===== config.mk =====
export PLATFORM = sky130hd
export DESIGN_NAME = cnm_out_queue
export DESIGN_NICKNAME = d
export VERILOG_FILES = /design/src/rtl/cnm_pkg.sv /design/src/rtl/cnm_out_queue.sv
export SDC_FILE = /design/constraint.sdc
export NUM_CORES = 1
export LEC_CHECK = 0
export BUFFER_PORTS_ARGS = -buffer_cell sky130_fd_sc_hd__buf_2
export CAP_MARGIN = 20
export CORE_ASPECT_RATIO = 1.2
export CORE_UTILIZATION = 50
export DETAILED_ROUTE_END_ITERATION = 6
export GPL_TIMING_DRIVEN = 0
export PLACE_DENSITY = 0.75
export SLEW_MARGIN = 20
export SYNTH_ARGS = -nofsm -noshare
export SYNTH_HDL_FRONTEND = slang
export SYNTH_SLANG_ARGS = --single-unit

===== constraint.sdc =====
create_clock -name clock -period 16.4 [get_ports clock]
set_clock_uncertainty 0.05 [all_clocks]
set_input_delay 4.92 -clock clock [delete_from_list [all_inputs] [get_ports clock]]
set_output_delay 4.92 -clock clock [all_outputs]
set_load 0.01 [all_outputs]

===== src/rtl/cnm_pkg.sv =====
// ---------------------------------------------------------------------------
// Cross neighbourhood mean filter package
// Shared widths, register indexes, the result record and the mean divider.
// ---------------------------------------------------------------------------
`default_nettype none

package cnm_pkg;

   localparam int PIXEL_W          = 8;
   localparam int CFG_W            = 11;
   localparam int CSR_IDX_W        = 2;
   localparam int SUM_W            = 11;
   localparam int CNT_W            = 3;
   localparam int OUT_COL_W        = 10;
   localparam int OUT_ROW_W        = 10;
   localparam int NUM_SLOTS        = 3;

   localparam int DEF_MAX_WIDTH    = 1024;
   localparam int DEF_MAX_HEIGHT   = 1024;
   localparam int RST_FRAME_WIDTH  = 640;
   localparam int RST_FRAME_HEIGHT = 480;

   localparam logic [CSR_IDX_W-1:0] REG_FRAME_WIDTH  = 2'd0;
   localparam logic [CSR_IDX_W-1:0] REG_FRAME_HEIGHT = 2'd1;

   localparam logic [CNT_W-1:0] CNT_THREE = 3'd3;
   localparam logic [CNT_W-1:0] CNT_FOUR  = 3'd4;
   localparam logic [CNT_W-1:0] CNT_FIVE  = 3'd5;

   localparam int DIV_SHIFT   = 13;
   localparam int PROD_W      = SUM_W + DIV_SHIFT;
   localparam int RECIP_THREE = 2731;
   localparam int RECIP_FIVE  = 1639;

   typedef struct packed {
      logic [SUM_W-1:0]     sum;
      logic [CNT_W-1:0]     cnt;
      logic [OUT_COL_W-1:0] col;
      logic [OUT_ROW_W-1:0] row;
      logic                 done;
   } cnm_result_type;

   // Floor of sum / cnt for a count of three, four or five, by reciprocal
   // multiplication; exact for every sum below 2048.
   function automatic logic [PIXEL_W-1:0] cnm_mean(input logic [SUM_W-1:0] sum,
                                                   input logic [CNT_W-1:0] cnt);
      logic [PROD_W-1:0] prod;
      prod = '0;
      unique case (cnt)
         CNT_THREE: prod = PROD_W'(sum) * PROD_W'(RECIP_THREE);
         CNT_FOUR:  prod = PROD_W'(sum) << (DIV_SHIFT - 2);
         CNT_FIVE:  prod = PROD_W'(sum) * PROD_W'(RECIP_FIVE);
         default:   prod = '0;
      endcase
      return PIXEL_W'(prod >> DIV_SHIFT);
   endfunction

endpackage

`default_nettype wire


===== src/rtl/cnm_out_queue.sv =====
// ---------------------------------------------------------------------------
// Result queue
// Holds the up to three results raised by one pixel and hands them one at a
// time, in order, through the divider into the output register.
// ---------------------------------------------------------------------------
`default_nettype none

module cnm_out_queue
   import cnm_pkg::*;
(
   input  wire logic                                 clock,
   input  wire logic                                 reset,
   input  wire logic                                 push,
   input  wire logic [NUM_SLOTS-1:0]                 push_mask,
   input  wire cnm_result_type [NUM_SLOTS-1:0]       push_rec,
   output logic                                      can_push,
   output logic                                      rsp_valid,
   input  wire logic                                 rsp_stall,
   output logic      [PIXEL_W-1:0]                   rsp_mean_value,
   output logic      [OUT_COL_W-1:0]                 rsp_out_column,
   output logic      [OUT_ROW_W-1:0]                 rsp_out_row,
   output logic                                      rsp_frame_done
);

   logic [NUM_SLOTS-1:0]       pend_ff, pend_in, pend_after, sel_hot;
   cnm_result_type [NUM_SLOTS-1:0] slot_ff;
   cnm_result_type             head;
   logic                       valid_ff, valid_in;
   logic                       load_out;
   logic                       move;
   logic [PIXEL_W-1:0]         mean_ff;
   logic [OUT_COL_W-1:0]       col_ff;
   logic [OUT_ROW_W-1:0]       row_ff;
   logic                       done_ff;

   always_comb begin
      sel_hot = pend_ff & ~(pend_ff - NUM_SLOTS'(1));
      head    = '0;
      for (int i = 0; i < NUM_SLOTS; i++) begin
         if (sel_hot[i]) begin
            head = slot_ff[i];
         end
      end
      load_out   = !valid_ff || !rsp_stall;
      move       = load_out && (pend_ff != '0);
      pend_after = move ? (pend_ff & ~sel_hot) : pend_ff;
      can_push   = (pend_after == '0);
      pend_in    = push ? push_mask : pend_after;
      valid_in   = move ? 1'b1 : (load_out ? 1'b0 : valid_ff);
   end

   always_ff @(posedge clock) begin
      if (reset) begin
         pend_ff  <= '0;
         valid_ff <= 1'b0;
      end else begin
         pend_ff  <= pend_in;
         valid_ff <= valid_in;
      end
   end

   always_ff @(posedge clock) begin
      if (push) begin
         slot_ff <= push_rec;
      end
      if (move) begin
         mean_ff <= cnm_mean(head.sum, head.cnt);
         col_ff  <= head.col;
         row_ff  <= head.row;
         done_ff <= head.done;
      end
   end

   assign rsp_valid      = valid_ff;
   assign rsp_mean_value = mean_ff;
   assign rsp_out_column = col_ff;
   assign rsp_out_row    = row_ff;
   assign rsp_frame_done = done_ff;

endmodule

`default_nettype wire

After elaboration in Yosys (flattened, before gate mapping)
Cells that the tools add are included.

storage, ports and cells
  register bits after elaboration = 138
  word-level logic and storage cells = 46

cells by class
  add/sub/neg operators = 1
  multipliers = 2
  equality and inequality tests = 3
  multiplexer cells = 8
  bitwise operators = 4
  reductions and logical operators = 7

operators by type and width
  cell                                                  number
  2-to-1 mux 35 bit                                     3
  case mux 21 bit (3 select lines)                      1
  multiplier 11 x 11 -> 21 bit (second input constant)  1
  multiplier 11 x 12 -> 21 bit (second input constant)  1
  bitwise AND 3 bit                                     2
  equality test 3 bit (second input constant)           2
  2-to-1 mux 3 bit                                      2
  NOT 3 bit                                             2
  equality test 3 x 2 -> 1 bit (second input constant)  1
  zero test 3 bit                                       1
  nonzero test 3 bit                                    1
  subtractor 3 x 1 -> 3 bit (second input constant)     1
  zero test 1 bit                                       2
  2-to-1 mux 1 bit                                      2
  nonzero test 2 bit                                    1
  logical AND 1 bit                                     1
  logical OR 1 bit                                      1

Logic depth before layout (Yosys ltp)
Gate-level depths: netlist of the first run.

  word-level depth = 8
  mapped depth = 25

Worst setup path before layout of the first run
OpenSTA, ideal clock, no wires.

  kind = input port to output port
  from = input port rsp_stall
  to = output port can_push
  data arrival time = 5644 ps
  required time = 11430 ps
  setup slack = 5786 ps
  cell stages on the path = 3
  buffers on the path = 0
  cell sequence = and2_1 > maj3_1 > o22ai_1

on the way
  word-level cells in the longest chain between the ends = 5

ends and longest elaborated chain
  what               line                 RTL
  from (decl)        cnm_out_queue.sv:18  input wire logic rsp_stall,
  zero test 1 bit    cnm_out_queue.sv:44  load_out = !valid_ff || !rsp_stall;
  logical OR 1 bit   cnm_out_queue.sv:44
  logical AND 1 bit  cnm_out_queue.sv:45  move = load_out && (pend_ff != '0);
  2-to-1 mux 3 bit   cnm_out_queue.sv:46  pend_after = move ? (pend_ff & ~sel_hot) : pend_ff;
  zero test 3 bit    cnm_out_queue.sv:47  can_push = (pend_after == '0);
  to (decl)          cnm_out_queue.sv:16  output logic can_push,

Every way passes these cells.

Worst setup path in the final report of the first run
Ends and elaborated chain as after synthesis.

==> results of run 1 <==
[cell families (layout without fill, tap and decap cells)]
| family | count (synthesis) | in the layout |
|---|---|---|
| AOI/OAI and AO/OA | 153 | 153 |
| xor gates and xnor gates | 38 | 38 |
| adders and majority gates | 176 | 176 |
| buffers and inverters | 146 | 322 |
| DFF | 138 | 138 |
| muxes | 1 | 1 |
| and+or+nand+nor | 114 | 114 |
[per-layer routing]
layer  up-vias  track usage  share of wire
li1       2999            -              -
met3        30       0.0690          0.078
met1      2937        0.232           0.36
met4         0       0.0982          0.025
met2       190        0.430           0.54
met5         -            0              0
[final timing paths]
path,cells past startpoint,slack [ns],startpoint,to
max reg2reg,23,8.91,pend_ff[0],rsp_mean_value[7]
min,2,0.48,slot_ff[19],rsp_out_column[8]
min reg2reg,2,0.48,slot_ff[19],rsp_out_column[8]
max,5,5.45,rsp_stall,can_push
[state kept, by name, indices dropped and copies added (netlist names)]
name            cells
rsp_out_row        10
slot_ff           105
rsp_valid           1
rsp_frame_done      1
pend_ff             3
rsp_mean_value      8
rsp_out_column     10
[layout make-up]
| cell class | instances | area [um^2] | area share |
|---|---|---|---|
| multi-input combinational | 482 | 4470 | 0.413 |
| sequential | 138 | 4100 | 0.380 |
| timing repair buffer | 146 | 787 | 0.0728 |
| inverter | 126 | 473 | 0.0437 |
| clock buffer | 18 | 429 | 0.0397 |
| tap | 220 | 275 | 0.0255 |
| clock inverter | 12 | 200 | 0.0185 |
| buffer | 20 | 75.1 | 0.00694 |
[power by group]
part / switching (mW) / internal, mW / leakage [nW]
clock: 0.136 / 0.268 / 0.299
combinational: 0.258 / 0.172 / 3.44
sequential: 0.00935 / 0.421 / 1.33
total: 0.403 / 0.861 / 5.08
[per-stage QoR]
| stage | instances | utilization | hold WS [ns] | total power [mW] |
|---|---|---|---|---|
| after global placement | 1128 | 0.570 | 0.456 | 0.851 |
| after floorplan | 766 | - | 0.450 | 0.741 |
| after global routing | 1162 | 0.611 | 0.508 | 1.35 |
| after CTS | 1162 | 0.611 | 0.479 | 1.27 |
| final | 1162 | 0.611 | 0.479 | 1.26 |
| after detailed placement | 1132 | 0.575 | 0.467 | 0.869 |
[tightest hold or removal path, cell delays in order (launching register included)]
cell and delay (ns):
edfxtp_1 0.31, nand2_1 0.05, o21ai_0 0.06
[cells in the final DEF (no fill, tap or decap), drive strengths merged, types with 21 or more instances in the layout]
cell type,count
clkbuf,36
a21oi,40
fa,59
a22oi,28
ha,116
nand2,63
nor2,21
inv,126
buf,148
o21ai,48
edfxtp,134
==> impl_metrics.ini, run 1 <==
[yosys]
synth_common_cells = edfxtp_1, inv_1, ha_1
synth_seq_area_share = 0.450
synth_top_area_frac = 0.442
synthFlopType = edfxtp_1
synth_most_common_cell = edfxtp_1
yosys.area.top_type = edfxtp_1
netlist_top_cells_area = edfxtp_1, ha_1, fa_1
synth_xor_area_frac = 0.0365
synth_top_family_by_area = adder cells
synthMuxAreaShare = 0.00110
avgSynthCellArea_um2 = 11.9
yosys.cell_types.count = 50
synth_edf_count = 134
synth_fa_ha_area_frac = 0.290
yosys.area_share.simple = 0.0558
ys_seq_elements = 138
syn_area_um2 = 9110
syn-num-nets = 1053
synthCells = 766
synthArstFlopShare = 0
synth_compound_area_frac = 0.106
synth_warnings = 0

[setup_path]
slowest_stage = maj3_1
critPathMostFrequentCell = buf_2
arrival_ns = 5.98
crit_chain = buf_2 > and2_1 > maj3_1 > o22ai_1 > buf_2
critPathRequiredTime_ns = 11.43
critPathLaunchType = input pin
path_buf_inv = 2
critPathTopFamily = adder cells
crit_path_end_kind = output pin
path_max_fanout = 3
worst_path_largest_cell_delay_ns = 0.37
worstSetupPathType = input pin to output pin

[die]
fp.coreArea_um2 = 17700
num_io_pins = 143
die_w_um = 125
die-area_um2 = 18800
rows = 53
die_h_um = 150
initial_core_util = 0.515

[cts]
cts.clk_slew.worst_paths_ns = 0.05
cts.repair.resized = 0
root_buffer = clkbuf_16
hold_buffers = 0
cts_tree = built
h-tree-depth = 4
cts_sinks = 138
insertion_delay_ns = 0.41
cts_setup_buffers = 0
numCtsBuffers = 17
clock_path_buffers = 2

[finish]
layout.nets = 1218
final_cell_area_um2 = 10800
diodes = 0
fillers = 1361
syn2layout_area_growth_pct = 18.6
layout-drive-gt1-share = 0.191

[sta]
slew_violations = 0
rsz0062_at_grt = no
finalSetupTns_ns = 0
hold_violations = 0
fin_crit_ns = 10.95
slew_headroom = 0.295
setup_viol = 0
setup_ws_ns = 5.45
fmax_mhz = 91.3
finalCritPeriodShare = 0.668
tightest_slew_ns = 1.05

[drt]
firstDrtPassIters = 4
via_count = 6156
detail_route.wl_per_cell_um = 17.3
drtIter0Drc = 351
wl_mm = 20.1
drc = 0
ant_nets = 0
vias_per_cell = 5.30

[power_and_ir_drop]
leakagePower_nw = 5.08
p_per_area_nw_per_um2 = 117
peakVddDrop_uv = 115

[placement]
place.gp.congestion = 0.916
place_area_um2 = 10200
dp_hpwl_mm = 15.8
io_buffers = 142
preCtsSetupSlack_ns = 5.46

[global_routing]
grt_max_degree = 57
grt_pass1_vias = 6600
grt-ovfl-total = 0
grt_util_all_layers = 0.228
grt_antenna_before_repair = 1
grt_first_pass_wirelength_mm = 32.1

[run_status]
status = completed

[worst_hold_path]
hp-class = flip-flop to flip-flop

[job]
maxCapViolations = 0
(Power assumes the default switching activity.)
==> inputs of run 2 (changes only) <==
PLACE_DENSITY = 0.78   (was 0.75)
clock period = 9.5 ns   (was 16.4 ns; I/O delays follow)
==> run 2 against run 1 <==
  * Wire length grew 0.58%
  * Flip-flop and latch count is the same
  * Count of clock-buffer cells in the layout is the same
  * Sequential power grew 72%
  * Worst hold slack lost 0.00070 ns
  * Register-to-register slack lost 7.0 ns
  * Non-clock buffer count is the same
  * Cell count grew 0.17%
  * Critical path type is now flip-flop to flip-flop
==> impl_metrics.ini, run 2 (synthesized netlist as in run 1, its figures left out) <==
[run_status]
status = completed

[setup_path]
crit_path_end_kind = flip-flop
r2r_slack_ns = 1.87
critPathRequiredTime_ns = 9.61
worstSetupPathType = flip-flop to flip-flop
rr_endpoint = rsp_mean_value[7]
regToRegStartpoint = pend_ff[0]
critPathLaunchType = flip-flop
path_max_fanout = 11
r2r_cells = 23
arrival_ns = 7.74

[drt]
drc = 0
via_count = 6319
detail_route.wl_per_cell_um = 17.4
vias_per_cell = 5.43
wl_mm = 20.2
ant_nets = 0
firstDrtPassIters = 5
drtIter0Drc = 337

[cts]
root_buffer = clkbuf_16
clock_path_buffers = 2
hold_buffers = 0
cts.repair.resized = 0
cts.clk_slew.worst_paths_ns = 0.06
h-tree-depth = 4
cts_tree = built
insertion_delay_ns = 0.41
numCtsBuffers = 17
cts_setup_buffers = 0
cts_sinks = 138

[global_routing]
grt_util_all_layers = 0.224
grt_pass1_vias = 6527
grt-ovfl-total = 0
grt_max_degree = 81
grt_first_pass_wirelength_mm = 31.8
grt_antenna_before_repair = 0

[sta]
finalCritPeriodShare = 0.803
setup_viol = 0
tightest_slew_ns = 1.01
hold_violations = 0
slew_headroom = 0.324
rsz0062_at_grt = no
fin_crit_ns = 7.63
finalSetupTns_ns = 0
holdWs_ns = 0.478
fmax_mhz = 131
slew_violations = 0

[finish]
final_util = 0.608
most-common-layout-cells = buf_2, edfxtp_1, inv_1
final_cell_area_um2 = 10800
final_cells = 1164
largest_reg_flops = 105
fillers = 1332
top_register = slot_ff
layout.nets = 1218
layout-drive-gt1-share = 0.194
regArea_um2 = 4100
final_common_cell = buf_2
syn2layout_area_growth_pct = 18.2
diodes = 0
multi_input_area_um2 = 4470

[placement]
dp.cells = 1132
io_buffers = 142
place.gp.congestion = 0.918
place_area_um2 = 10200
dp_hpwl_mm = 15.8

[worst_hold_path]
hp-class = flip-flop to flip-flop
whs_path_depth = 2
hold_path.startpoint = slot_ff[7]
hold_end = rsp_out_row[6]

[die]
die_w_um = 125
die-area_um2 = 18800
die_h_um = 150
fp.coreArea_um2 = 17700
initial_core_util = 0.515
rows = 53
num_io_pins = 143

[power_and_ir_drop]
leakagePower_nw = 5.06
p_per_area_nw_per_um2 = 199
peakVddDrop_uv = 258

[job]
maxCapViolations = 0
## run 2: cell count changes in the layout (fill, tap and decap cells not counted)
cell / previous run / this run
inv_6: 0 / 5
clkinv_1: 1 / 0
bufinv_16: 5 / 2
inv_8: 0 / 1
clkinv_4: 3 / 2
clkinvlp_4: 2 / 3
## run 2: how the worst max path moves through the flow
stage | end | from | cells past startpoint
CTS | rsp_mean_value[7] | pend_ff[0] | 23
global route | rsp_mean_value[7] | pend_ff[0] | 23
floorplan | rsp_mean_value[7] | pend_ff[1] | 22
finish | rsp_mean_value[7] | pend_ff[0] | 23
detailed placement | rsp_mean_value[7] | pend_ff[0] | 23
global placement | rsp_mean_value[7] | pend_ff[1] | 22
## run 2: power by group
group	total, mW	leakage (nW)	switching, mW	internal [mW]
Combinational	0.752	3.44	0.452	0.300
Clock	0.651	0.280	0.259	0.393
Sequential	0.743	1.33	0.0161	0.727
Total	2.15	5.06	0.727	1.42
## run 2: through the flow
| stage | total power, mW | setup slack (ns) |
|---|---|---|
| CTS | 2.15 | 1.88 |
| global route | 2.28 | 1.42 |
| floorplan | 1.28 | 3.00 |
| finish | 2.15 | 1.87 |
| detailed placement | 1.50 | 1.91 |
| global placement | 1.47 | 1.44 |
## run 2: critical path, cell delays in order (launching register included)
cell and delay, ns:
dfxtp_1 0.44, clkbuf_1 0.36, clkbuf_1 0.44, nand2_1 0.08, o21ai_0 0.14, clkbuf_1 0.62, ha_1 0.34, xor2_1 0.33
ha_1 0.37, fa_1 0.54, fa_1 0.54, inv_1 0.05, fa_1 0.52, inv_1 0.04, ha_1 0.33, a211oi_1 0.30
o211ai_1 0.18, a211oi_1 0.53, o41ai_2 0.22, a21oi_1 0.30, o21bai_2 0.11, a21oi_1 0.20, xnor2_1 0.11, a22o_1 0.24
## run 2: final cells by class
| class | instances | area share |
|---|---|---|
| Buffer | 20 | 0.00697 |
| Inverter | 126 | 0.0439 |
| Timing Repair Buffer | 146 | 0.0731 |
| Tap cell | 220 | 0.0256 |
| Clock inverter | 14 | 0.0149 |
| Clock buffer | 18 | 0.0398 |
| Sequential cell | 138 | 0.381 |
| Multi-Input combinational cell | 482 | 0.415 |
## run 2: layer usage
metal	vias to the layer above	share of wire	track usage
li1	3014	-	-
met1	3003	0.37	0.235
met2	255	0.52	0.415
met3	47	0.083	0.0686
met4	0	0.032	0.0988
met5	-	0	0
